[config.mk]
export PLATFORM = sky130hd
export DESIGN_NAME = alpha_beta_gamma_tracker
export DESIGN_NICKNAME = d
export VERILOG_FILES = /design/src/rtl/core/abg_pkg.sv /design/src/rtl/core/abg_coef_regs.sv /design/src/rtl/core/abg_digit_mul.sv /design/src/rtl/core/alpha_beta_gamma_tracker.sv
export SDC_FILE = /design/constraint.sdc
export NUM_CORES = 2
export LEC_CHECK = 0
export BUFFER_PORTS_ARGS = -buffer_cell sky130_fd_sc_hd__buf_2
export CAP_MARGIN = 20
export CORE_MARGIN = 4
export CORE_UTILIZATION = 35
export CTS_BUF_LIST = sky130_fd_sc_hd__clkbuf_8
export CTS_CLUSTER_SIZE = 24
export DETAILED_ROUTE_END_ITERATION = 16
export SLEW_MARGIN = 20
export SYNTH_ARGS = -nofsm -noshare
export SYNTH_HDL_FRONTEND = slang
export SYNTH_SLANG_ARGS = --single-unit
[constraint.sdc]
create_clock -name clk_i -period 9.9 [get_ports clk_i]
set_input_delay 0.99 -clock clk_i [delete_from_list [all_inputs] [get_ports clk_i]]
set_output_delay 0.99 -clock clk_i [all_outputs]
set_load 0.02 [all_outputs]
[src/rtl/core/abg_pkg.sv]
// Shared types, constants and saturation helpers for the alpha-beta-gamma tracker.
// No dependencies; every other file in rtl/core refers to this package by scoped names.
`timescale 1ns / 1ps

package abg_pkg;

  localparam int unsigned DATA_W     = 32;
  localparam int unsigned COEF_W     = 48;
  localparam int unsigned FRAC_W     = 24;
  localparam int unsigned DIGIT_W    = 8;
  localparam int unsigned NUM_DIGITS = COEF_W / DIGIT_W;
  localparam int unsigned CNT_W      = $clog2(NUM_DIGITS);
  localparam int unsigned ACC_W      = DATA_W + 1;
  localparam int unsigned PP_W       = DATA_W + DIGIT_W + 1;
  localparam int unsigned IDX_W      = 3;
  localparam int unsigned NUM_UNITS  = 3;

  // configuration register indexes
  localparam logic [IDX_W-1:0] REG_DT        = IDX_W'(0);
  localparam logic [IDX_W-1:0] REG_HALF_DT_SQ = IDX_W'(1);
  localparam logic [IDX_W-1:0] REG_ALPHA     = IDX_W'(2);
  localparam logic [IDX_W-1:0] REG_BETA      = IDX_W'(3);
  localparam logic [IDX_W-1:0] REG_GAMMA     = IDX_W'(4);

  localparam logic OP_UPDATE = 1'b0;
  localparam logic OP_CLEAR  = 1'b1;

  localparam logic signed [DATA_W-1:0] S32_MAX = {1'b0, {(DATA_W-1){1'b1}}};
  localparam logic signed [DATA_W-1:0] S32_MIN = {1'b1, {(DATA_W-1){1'b0}}};

  typedef struct packed {
    logic [COEF_W-1:0] dt;
    logic [COEF_W-1:0] half_dt_sq;
    logic [COEF_W-1:0] alpha;
    logic [COEF_W-1:0] beta_over_dt;
    logic [COEF_W-1:0] gamma_term;
  } abg_coefs_t;

  typedef enum logic [2:0] {
    ST_IDLE,
    ST_PRED,
    ST_RESID,
    ST_CORR,
    ST_WRITE
  } abg_state_e;

  // saturate a sum of up to four 32-bit terms to signed 32 bits
  function automatic logic signed [DATA_W-1:0] sat32(input logic signed [DATA_W+1:0] x);
    logic signed [DATA_W-1:0] r;
    if (x > (DATA_W+2)'(S32_MAX)) begin
      r = S32_MAX;
    end else if (x < (DATA_W+2)'(S32_MIN)) begin
      r = S32_MIN;
    end else begin
      r = x[DATA_W-1:0];
    end
    return r;
  endfunction

endpackage

[src/rtl/core/abg_coef_regs.sv]
// Coefficient register file of the alpha-beta-gamma tracker: five 48-bit write-only registers.
// Depends on abg_pkg for the register indexes and the coefficient struct.
`timescale 1ns / 1ps

module abg_coef_regs (
  input  logic                        clk_i,
  input  logic                        rst_ni,
  input  logic                        cfg_we_i,
  input  logic [abg_pkg::IDX_W-1:0]   cfg_index_i,
  input  logic [abg_pkg::COEF_W-1:0]  cfg_data_i,
  output abg_pkg::abg_coefs_t         coefs_o
);

  abg_pkg::abg_coefs_t coefs_q;

  always_ff @(posedge clk_i or negedge rst_ni) begin
    if (!rst_ni) begin
      coefs_q <= '0;
    end else if (cfg_we_i) begin
      unique case (cfg_index_i)
        abg_pkg::REG_DT:         coefs_q.dt           <= cfg_data_i;
        abg_pkg::REG_HALF_DT_SQ: coefs_q.half_dt_sq   <= cfg_data_i;
        abg_pkg::REG_ALPHA:      coefs_q.alpha        <= cfg_data_i;
        abg_pkg::REG_BETA:       coefs_q.beta_over_dt <= cfg_data_i;
        abg_pkg::REG_GAMMA:      coefs_q.gamma_term   <= cfg_data_i;
        default: ;  // drop writes to unused indexes
      endcase
    end
  end

  assign coefs_o = coefs_q;

endmodule

[src/rtl/core/abg_digit_mul.sv]
// Digit-serial multiplier: unsigned Q24.24 coefficient times signed Q16.16 value,
// floor-shifted by 24 and saturated to 32 bits. One 8-bit coefficient digit per cycle.
// Depends on abg_pkg for widths and the saturation limits.
`timescale 1ns / 1ps

module abg_digit_mul (
  input  logic                               clk_i,
  input  logic                               rst_ni,
  input  logic                               start_i,
  input  logic        [abg_pkg::COEF_W-1:0]  coef_i,
  input  logic signed [abg_pkg::DATA_W-1:0]  x_i,
  output logic                               done_o,
  output logic signed [abg_pkg::DATA_W-1:0]  prod_o
);

  localparam int unsigned HiW = abg_pkg::DATA_W - abg_pkg::FRAC_W;

  logic                                busy_q;
  logic                                done_q;
  logic [abg_pkg::CNT_W-1:0]           cnt_q;
  logic [abg_pkg::COEF_W-1:0]          coef_q;
  logic signed [abg_pkg::DATA_W-1:0]   x_q;
  logic signed [abg_pkg::ACC_W-1:0]    acc_q;
  logic [abg_pkg::FRAC_W-1:0]          low_q;

  logic [abg_pkg::DIGIT_W-1:0]         digit;
  logic signed [abg_pkg::PP_W-1:0]     pp;
  logic signed [abg_pkg::PP_W-1:0]     sum;
  logic                                last;
  logic                                fits;

  assign digit = coef_q[abg_pkg::DIGIT_W-1:0];
  assign pp    = abg_pkg::PP_W'(x_q) * abg_pkg::PP_W'($signed({1'b0, digit}));
  assign sum   = abg_pkg::PP_W'(acc_q) + pp;
  assign last  = (cnt_q == abg_pkg::CNT_W'(abg_pkg::NUM_DIGITS - 1));

  // LSB digit first; the accumulator shifts right so the adder stays narrow.
  // Low bits that leave it are kept only for the last FRAC_W bits of shift.
  always_ff @(posedge clk_i or negedge rst_ni) begin
    if (!rst_ni) begin
      busy_q <= 1'b0;
      done_q <= 1'b0;
      cnt_q  <= '0;
    end else if (start_i) begin
      busy_q <= 1'b1;
      done_q <= 1'b0;
      cnt_q  <= '0;
    end else begin
      done_q <= busy_q && last;
      if (busy_q) begin
        cnt_q <= cnt_q + abg_pkg::CNT_W'(1);
        if (last) begin
          busy_q <= 1'b0;
        end
      end
    end
  end

  always_ff @(posedge clk_i) begin
    if (start_i) begin
      coef_q <= coef_i;
      x_q    <= x_i;
      acc_q  <= '0;
      low_q  <= '0;
    end else if (busy_q) begin
      coef_q <= coef_q >> abg_pkg::DIGIT_W;
      acc_q  <= abg_pkg::ACC_W'(sum >>> abg_pkg::DIGIT_W);
      low_q  <= {sum[abg_pkg::DIGIT_W-1:0], low_q[abg_pkg::FRAC_W-1:abg_pkg::DIGIT_W]};
    end
  end

  // Result is {acc, low}; it fits in 32 bits when acc fits in the top HiW bits.
  assign fits = (acc_q[abg_pkg::ACC_W-1:HiW-1] == '0)
             || (acc_q[abg_pkg::ACC_W-1:HiW-1] == '1);

  always_comb begin
    if (fits) begin
      prod_o = {acc_q[HiW-1:0], low_q};
    end else if (acc_q[abg_pkg::ACC_W-1]) begin
      prod_o = abg_pkg::S32_MIN;
    end else begin
      prod_o = abg_pkg::S32_MAX;
    end
  end

  assign done_o = done_q;

endmodule

[src/rtl/core/alpha_beta_gamma_tracker.sv]
// Alpha-beta-gamma tracker: top level with the item sequencer and the estimate registers.
// Depends on abg_pkg, abg_coef_regs and abg_digit_mul.
//
// Usage:
//   Input channel (in_valid_i / in_stall_o, op_i, measurement_i): op_i low updates the
//   estimates with one Q16.16 position measurement, op_i high clears them to zero.
//   Output channel (out_valid_o / out_stall_i): one item per input item carrying the
//   position, velocity and acceleration estimates after that input item.
//   Configuration port (cfg_we_i, cfg_index_i, cfg_data_i): five Q24.24 coefficients, to be
//   written by the user only while the block is idle; the block does not enforce this.
// Sequencing:
//   An update item makes two passes through three digit-serial multipliers, six 8-bit
//   digits each, then a write step; input stays stalled until the block is back in idle,
//   so an item is taken only once the previous one has been written.
//   A clear item zeroes the estimates on acceptance and goes straight to the write step,
//   after which the block returns to idle and takes the next item.
// Reset: coefficients and all estimates are zero, no result is pending.
// Stall: the finished result sits in an output register; the block holds the next result
//   in its write step until the output register is taken, and stalls input meanwhile.
`timescale 1ns / 1ps

module alpha_beta_gamma_tracker (
  input  logic                               clk_i,
  input  logic                               rst_ni,
  input  logic                               in_valid_i,
  output logic                               in_stall_o,
  input  logic                               op_i,
  input  logic signed [abg_pkg::DATA_W-1:0]  measurement_i,
  output logic                               out_valid_o,
  input  logic                               out_stall_i,
  output logic signed [abg_pkg::DATA_W-1:0]  position_est_o,
  output logic signed [abg_pkg::DATA_W-1:0]  velocity_est_o,
  output logic signed [abg_pkg::DATA_W-1:0]  accel_est_o,
  input  logic                               cfg_we_i,
  input  logic [abg_pkg::IDX_W-1:0]          cfg_index_i,
  input  logic [abg_pkg::COEF_W-1:0]         cfg_data_i
);

  localparam int unsigned SumW = abg_pkg::DATA_W + 2;

  abg_pkg::abg_coefs_t coefs;
  abg_pkg::abg_state_e state_q, state_d;

  logic signed [abg_pkg::DATA_W-1:0] pos_q, vel_q, acc_q;
  logic signed [abg_pkg::DATA_W-1:0] ppred_q, vpred_q, meas_q;
  logic                              out_valid_q;
  logic signed [abg_pkg::DATA_W-1:0] out_pos_q, out_vel_q, out_acc_q;

  logic                              in_accept;
  logic                              mul_start;
  logic                              phase_b;
  logic                              clear_en, pred_en, corr_en, out_load;
  logic signed [abg_pkg::DATA_W-1:0] resid;
  logic [abg_pkg::COEF_W-1:0]        mul_coef [abg_pkg::NUM_UNITS];
  logic signed [abg_pkg::DATA_W-1:0] mul_x    [abg_pkg::NUM_UNITS];
  logic signed [abg_pkg::DATA_W-1:0] mul_prod [abg_pkg::NUM_UNITS];
  logic [abg_pkg::NUM_UNITS-1:0]     mul_done;

  abg_coef_regs u_coef_regs (
    .clk_i       (clk_i),
    .rst_ni      (rst_ni),
    .cfg_we_i    (cfg_we_i),
    .cfg_index_i (cfg_index_i),
    .cfg_data_i  (cfg_data_i),
    .coefs_o     (coefs)
  );

  assign in_stall_o = (state_q != abg_pkg::ST_IDLE);
  assign in_accept  = in_valid_i && !in_stall_o;
  assign phase_b    = (state_q == abg_pkg::ST_RESID);

  assign resid = abg_pkg::sat32(SumW'(meas_q) - SumW'(ppred_q));

  // First pass forms the prediction products, second pass the corrections.
  always_comb begin
    if (phase_b) begin
      mul_coef[0] = coefs.alpha;
      mul_coef[1] = coefs.beta_over_dt;
      mul_coef[2] = coefs.gamma_term;
      mul_x[0]    = resid;
      mul_x[1]    = resid;
      mul_x[2]    = resid;
    end else begin
      mul_coef[0] = coefs.dt;
      mul_coef[1] = coefs.half_dt_sq;
      mul_coef[2] = coefs.dt;
      mul_x[0]    = vel_q;
      mul_x[1]    = acc_q;
      mul_x[2]    = acc_q;
    end
  end

  for (genvar g = 0; g < abg_pkg::NUM_UNITS; g++) begin : g_mul
    abg_digit_mul u_mul (
      .clk_i   (clk_i),
      .rst_ni  (rst_ni),
      .start_i (mul_start),
      .coef_i  (mul_coef[g]),
      .x_i     (mul_x[g]),
      .done_o  (mul_done[g]),
      .prod_o  (mul_prod[g])
    );
  end

  always_ff @(posedge clk_i or negedge rst_ni) begin
    if (!rst_ni) begin
      state_q <= abg_pkg::ST_IDLE;
    end else begin
      state_q <= state_d;
    end
  end

  always_comb begin
    state_d   = state_q;
    mul_start = 1'b0;
    clear_en  = 1'b0;
    pred_en   = 1'b0;
    corr_en   = 1'b0;
    out_load  = 1'b0;
    unique case (state_q)
      abg_pkg::ST_IDLE: begin
        if (in_accept) begin
          if (op_i == abg_pkg::OP_CLEAR) begin
            clear_en = 1'b1;
            state_d  = abg_pkg::ST_WRITE;
          end else begin
            mul_start = 1'b1;
            state_d   = abg_pkg::ST_PRED;
          end
        end
      end
      abg_pkg::ST_PRED: begin
        if (mul_done[0]) begin
          pred_en = 1'b1;
          state_d = abg_pkg::ST_RESID;
        end
      end
      abg_pkg::ST_RESID: begin
        mul_start = 1'b1;
        state_d   = abg_pkg::ST_CORR;
      end
      abg_pkg::ST_CORR: begin
        if (mul_done[0]) begin
          corr_en = 1'b1;
          state_d = abg_pkg::ST_WRITE;
        end
      end
      abg_pkg::ST_WRITE: begin
        // hold until the output register is free or being taken
        if (!out_valid_q || !out_stall_i) begin
          out_load = 1'b1;
          state_d  = abg_pkg::ST_IDLE;
        end
      end
      default: state_d = abg_pkg::ST_IDLE;
    endcase
  end

  always_ff @(posedge clk_i or negedge rst_ni) begin
    if (!rst_ni) begin
      pos_q <= '0;
      vel_q <= '0;
      acc_q <= '0;
    end else if (clear_en) begin
      pos_q <= '0;
      vel_q <= '0;
      acc_q <= '0;
    end else if (corr_en) begin
      pos_q <= abg_pkg::sat32(SumW'(ppred_q) + SumW'(mul_prod[0]));
      vel_q <= abg_pkg::sat32(SumW'(vpred_q) + SumW'(mul_prod[1]));
      acc_q <= abg_pkg::sat32(SumW'(acc_q) + SumW'(mul_prod[2]));
    end
  end

  always_ff @(posedge clk_i) begin
    if (in_accept) begin
      meas_q <= measurement_i;
    end
    if (pred_en) begin
      ppred_q <= abg_pkg::sat32(SumW'(pos_q) + SumW'(mul_prod[0]) + SumW'(mul_prod[1]));
      vpred_q <= abg_pkg::sat32(SumW'(vel_q) + SumW'(mul_prod[2]));
    end
    if (out_load) begin
      out_pos_q <= pos_q;
      out_vel_q <= vel_q;
      out_acc_q <= acc_q;
    end
  end

  always_ff @(posedge clk_i or negedge rst_ni) begin
    if (!rst_ni) begin
      out_valid_q <= 1'b0;
    end else if (out_load) begin
      out_valid_q <= 1'b1;
    end else if (!out_stall_i) begin
      out_valid_q <= 1'b0;
    end
  end

  assign out_valid_o    = out_valid_q;
  assign position_est_o = out_pos_q;
  assign velocity_est_o = out_vel_q;
  assign accel_est_o    = out_acc_q;

  // a clear item leaves all three estimates at zero
  a_clear_zeroes: assert property (@(posedge clk_i) disable iff (!rst_ni)
    (in_accept && op_i == abg_pkg::OP_CLEAR) |=> (pos_q == '0 && vel_q == '0 && acc_q == '0))
    else $error("estimates not zero after clear item");

  // the three multipliers always finish together and only while the sequencer waits on them
  a_mul_done_sync: assert property (@(posedge clk_i) disable iff (!rst_ni)
    (mul_done[0] |-> (mul_done == '1
                      && (state_q == abg_pkg::ST_PRED || state_q == abg_pkg::ST_CORR))))
    else $error("multiplier done out of step with sequencer");

  // a new result enters the output register only from the write step
  a_out_from_write: assert property (@(posedge clk_i) disable iff (!rst_ni)
    $rose(out_valid_q) |-> $past(state_q) == abg_pkg::ST_WRITE)
    else $error("output valid raised outside write step");

  // no item is taken while the multipliers are busy
  a_no_accept_busy: assert property (@(posedge clk_i) disable iff (!rst_ni)
    (state_q == abg_pkg::ST_PRED || state_q == abg_pkg::ST_CORR) |-> !in_accept)
    else $error("item accepted during multiply pass");

endmodule

# Word-level counts from Yosys, hierarchy flattened
# Cells that the tools add are included.
# op_classes
mul	3
shift	0
add_sub_neg	13
reduce_logical	25
bitwise_logic	0
n_lt_le_gt_ge	12
n_eq_ne	19
div_mod_pow	0
mux	65
# op_table
op	count
$mux W32	22
$mux W48	6
$add A32 B32 Y33	5
$gt A33 B32 Y1 const B	5
$lt A33 B32 Y1 const B	5
$mux W144	1
$add A33 B41 Y41	3
$mul A32 B9 Y41	3
$mux W96	1
$eq A26 B26 Y1 const B	3
$logic_not A26 Y1	3
$add A33 B32 Y34	1
$gt A34 B32 Y1 const B	1
$lt A34 B32 Y1 const B	1
$mux W3	11
$sub A32 B32 Y33	1
$mux W1	22
$eq A3 B3 Y1 const B	5
$pmux W3 S5	1
$eq A3 B2 Y1 const B	4
$reduce_and A2 Y1	5
$add A3 B1 Y3 const B	3
$reduce_bool A2 Y1	4
$eq A3 B1 Y1 const B	2
9 further kinds	19
# word_totals
elab_cells	172
memories	0
ramBits	0
mem_bits_ro	0
inputBits	89
out_inout_bits	98
latchBits	0
regBits	956

# Logic depth before layout (Yosys ltp)
# logic_depth
ltp_word	9
ltp_mapped	23
mapped_depth_nobuf	22

# By module
# Synthesis repeated with hierarchy kept, for this count alone.
# hier_totals
cells_unflattened	7837
area_unflattened_um2	78763.0
# by_module_without_submodules
mod	seq_area_each_um2	area_each_um2	cells_per_inst	instances
alpha_beta_gamma_tracker	8267.9	23063.4	2536	1
abg_digit_mul at g_mul[2].u_mul	3668.5	15596.2	1610	1
abg_digit_mul at g_mul[0].u_mul	3668.5	15462.3	1596	1
abg_digit_mul at g_mul[1].u_mul	3668.5	15424.8	1585	1
abg_coef_regs	6005.8	9216.3	510	1

# Worst setup path before layout
# No wires, ideal clock.
# synth_path
path_type	input -> register
from	input out_stall_i
to	register out_acc_q, in the netlist accel_est_o[0] (enable)
required_ps	9317
path_buffers	0
cell_stages	1
arrival_time_ps	5647
path_slack_ps	3671
setup_time_ps	583
cell_sequence	a21oi_1
# synth_between
elab_chain_cells	4
# synth_rtl
element	line	rtl
from (decl)	alpha_beta_gamma_tracker.sv:30	input logic out_stall_i,
$logic_not A1 Y1	--	
$logic_or A1 B1 Y1	alpha_beta_gamma_tracker.sv:150	if (!out_valid_q || !out_stall_i) begin
$mux W1	alpha_beta_gamma_tracker.sv:150	
$mux W1	alpha_beta_gamma_tracker.sv:120	unique case (state_q)
to (signal assigned)	alpha_beta_gamma_tracker.sv:186	out_acc_q <= acc_q;
to (decl)	alpha_beta_gamma_tracker.sv:47	logic signed [abg_pkg::DATA_W-1:0] out_pos_q, out_vel_q, out_acc_q;
# Every way passes these cells.
# A chain may end at the register's enable or synchronous reset.

# Worst setup path in the final report
# layout_path
from	register g_mul[2].u_mul.coef_q[2] (netlist name)
to	register g_mul[2].u_mul.acc_q[20] (netlist name)
# layout_between
elab_chain_cells	2
# layout_rtl
element	line	rtl
from (decl)	abg_digit_mul.sv:21	logic [abg_pkg::COEF_W-1:0] coef_q;
from (signal assigned)	abg_digit_mul.sv:61	coef_q <= coef_i;
from (signal assigned)	abg_digit_mul.sv:66	coef_q <= coef_q >> abg_pkg::DIGIT_W;
$mul A32 B9 Y41	abg_digit_mul.sv:33	assign pp = abg_pkg::PP_W'(x_q) * abg_pkg::PP_W'($signed({1'b0, digit}));
$add A33 B41 Y41	abg_digit_mul.sv:34	assign sum = abg_pkg::PP_W'(acc_q) + pp;
to (signal assigned)	abg_digit_mul.sv:67	acc_q <= abg_pkg::ACC_W'(sum >>> abg_pkg::DIGIT_W);
to (decl)	abg_digit_mul.sv:23	logic signed [abg_pkg::ACC_W-1:0] acc_q;
# Every way passes these cells.

==> flow_summary.toml <==
[global_routing]
grt_overflow = 0
wire_length_of_the_first_global_routing_pass_um = 343000
grt_antenna_before_repair = 22
grt_max_degree = 133
gr-usage-all-layers_pct = 19.8
grt_pass1_vias = 57200

[logic_synthesis]
synthCells = 7502
yosys_register_bits = 924
netlist_area_um2 = 75300
synth.lib_cells_used.distinct = 108
synthesized_area_per_cell_um2 = 10.0
postSynth.topFlopCell = "edfxtp_1"
yosys-mux-area-fraction_pct = 5.12
synth_nets = 8796
number_of_enable_flip_flop_cells_after_synthesis = 400
synth_async_sr_flop_share_pct = 38.2
yosys.area_share.simple_pct = 13.5
netlist_top_cells_area = "fa_1, edfxtp_1, dfrtp_1"
yosys.area_share.xor_xnor_pct = 3.28
synth.yosys.seq_area_share_pct = 32.2
synthAdderAreaFrac_pct = 27.4
synth_top_family_by_area = "adder cells"
post-synth-top-area-cell = "fa_1"
synth_top_area_share_pct = 19.7
synth.yosys.warnings = 0
synth-compound-area-share_pct = 12.2

[floorplanning]
start_util_pct = 35.1
die_width_um = 472
io_pins = 187
std_cell_rows = 170
die_h_um = 472
design.core.area_um2 = 214000
die_area_um2 = 223000

[setup_path]
critPathCaptureType = "flip-flop"
critical_path.cell_chain = "buf_4 > nand2_1 > fa_1 > inv_1 > fa_1 > inv_1 > fa_1 > inv_1 > fa_1 > fa_1 > ha_1 > a21o_1 > a21o_1 > o21bai_1 > a32oi_1 > o21ai_0 > a311oi_1 > o221ai_1 > a21oi_1 > xor2_1 > o21ai_0"
worst_ep_required_time_ns = 10.70
crit-reg2reg-capture = "g_mul[2].u_mul.acc_q[20]$_SDFFE_PP0P_"
worst_r2r_path_depth = 21
slowest_delay_ns = 0.76
timing.critical_path.slowest_stage_cell = "edfxtp_1"
r2r-start = "g_mul[2].u_mul.coef_q[2]$_DFFE_PP_"
setup.worst_path.class = "reg -> reg"
timing.reg2reg.setup_slack_ns = 2.73
highest_fanout_seen_on_the_critical_path = 19
crit_path_start_kind = "flip-flop"
arrival_ns = 7.97
critical_path.most_common_cell = "fa_1"

[placement]
place_inst = 10300
place.detailed.hpwl_um = 166000
place.gp.congestion = 0.913
io_buffers = 186

[cts]
max-clock-path-buffers = 3
insertion_delay_of_the_later_clocked_pin_in_the_worst_skew_pair_ns = 0.93
cts.reportedPaths.clkPinSlew_ns = 0.07
cts_hold_buf = 0
cts_inserted_buffers = 160
postCtsResizedCells = 0
cts_root_buf = "clkbuf_8"
count_of_buffers_added_by_post_cts_timing_repair_for_setup = 0
cts.sink_count = 924
ctsHtreeMaxLevel = 4
clock_tree_from_tritoncts = "done"

[sta]
post-route-period-util_pct = 72.5
min_period_ns = 7.17
worst_slew_pin_slew_ns = 1.11
rsz0062_at_grt = "false"
timing.final.max_slew_violations = 0
timing.final.setup_violations = 0
timing.fmax_mhz = 139
tns_ns = 0
final.setup_skew_ns = 0.0667
finalHoldViolCount = 0
slew_headroom_pct = 26.2

[job]
cap_violations = 0

[finish]
final_cell_count_no_fill = 10600
design.final.nets = 8894
flow.area_growth_from_synthesis_pct = 10.0
final.fill_count = 21200
post_route_cells_drive_above_1_share_pct = 10.5

[drt]
vias = 55700
wirelength_um = 221000
initialDrtViolationCount = 4434
drt.antenna.violating_nets = 0
wl_per_cell_um = 20.9
avgViaCountPerCell = 5.26
post-route-drc-count = 0
dr.pass1.iters = 6

[min_path]
class_of_the_tightest_hold_or_removal_check = "in -> async"

[run_status]
run_status = "complete, no violations"
[per-layer routing]
metal	vias to the layer above	wire (um)	global-route usage [%]	part of all wire [%]
met4	10	11000	9.18	5.0
met3	430	12300	2.94	5.6
met1	28100	97200	26.7	44
met2	1759	101000	31.3	45
met5	-	80	0	0.036
li1	25400	-	-	-
[layout by cell type (no fill, tap or decap), types with 314 or more instances in the layout]
cell type,n
a21oi_1,394
and2_1,536
dfrtp_1,350
edfxtp_1,400
fa_1,740
ha_1,465
inv_1,953
nand2_1,743
nor2_1,408
o21ai_0,314
[metrics by stage]
step	worst slack [ns]	cell area (um2)	util, %	hold WS (ns)
floorplan	3.67	75300	-	0.460
global placement	2.81	79200	36.9	0.474
detailed placement	2.72	79200	37.0	0.483
CTS	2.71	82700	38.6	0.00675
global route	2.37	82900	38.7	0.0844
finish	2.73	82900	38.7	0.0869
[synth_stat cells, types with 49 or more instances]
cell type,count
edfxtp_1,400
nand3_1,92
nor2_1,410
nand2b_1,53
xnor2_1,193
and2_1,538
a31oi_1,76
a21o_1,187
o21bai_1,49
o21ai_0,314
dfxtp_1,171
nand2_1,744
inv_1,913
mux2i_1,112
ha_1,465
a21oi_1,401
a221o_1,92
xor2_1,87
fa_1,740
mux2_2,242
dfrtp_1,353
nand4_1,51
clkbuf_1,280
[worst max path at each step]
stage	start	to	slack [ns]	cells past startpoint
CTS	g_mul[1].u_mul.coef_q[1]$_DFFE_PP_	g_mul[1].u_mul.acc_q[32]$_SDFFE_PP0P_	2.71	19
floorplan	out_stall_i	accel_est_o[0]$_DFFE_PP_	3.67	1
finish	g_mul[2].u_mul.coef_q[2]$_DFFE_PP_	g_mul[2].u_mul.acc_q[20]$_SDFFE_PP0P_	2.73	21
detailed placement	g_mul[1].u_mul.coef_q[1]$_DFFE_PP_	g_mul[1].u_mul.acc_q[32]$_SDFFE_PP0P_	2.72	21
global placement	g_mul[2].u_mul.coef_q[4]$_DFFE_PP_	g_mul[2].u_mul.acc_q[20]$_SDFFE_PP0P_	2.81	19
global route	g_mul[1].u_mul.coef_q[2]$_DFFE_PP_	g_mul[1].u_mul.acc_q[32]$_SDFFE_PP0P_	2.37	19
[logic make-up (layout without fill, tap and decap cells)]
family | count (synthesis) | in the layout
simple gates | 2096 | 2096
mux | 355 | 355
flops | 924 | 924
fa+ha+maj | 1208 | 1208
other cells | 0 | 7
compound gates | 1397 | 1397
buf+inv | 1241 | 1477
xor+xnor | 281 | 281
[sequential cells by signal, summed over array words and instances, names as in the netlist, 3 cells and up]
name,flops
acc_q,32
accel_est_o,32
g_mul.u_mul.acc_q,99
g_mul.u_mul.busy_q,3
g_mul.u_mul.cnt_q,9
g_mul.u_mul.coef_q,144
g_mul.u_mul.low_q,72
g_mul.u_mul.x_q,64
meas_q,32
pos_q,32
position_est_o,32
ppred_q,32
state_q,3
u_coef_regs.coefs_o,240
vel_q,32
velocity_est_o,32
vpred_q,32
[worst max-delay path: cells and delay by family, from the launching register on]
kind / cells / cell delay, ns
AO/OA/AOI/OAI: 9 / 2.54
XOR/XNOR: 1 / 0.17
adder cells (fa/ha/maj): 6 / 2.89
flip-flops: 1 / 0.76
AND/OR/NAND/NOR: 1 / 0.10
buffers and inverters: 4 / 0.54
[cell type report]
class	count	area [um2]	area share [%]
antenna	7	17.5	0.0211
clock buffer	186	2560	3.09
clock inverter	114	885	1.07
inverter	915	3440	4.15
multi-input combinational	5337	46500	56.1
sequential	924	24300	29.3
tap	2838	3550	4.28
timing repair buffer	262	1700	2.05
Power is left out: the tool's default activity adds up to more than one toggle a clock period on the data nets, which glitch-free logic cannot reach.
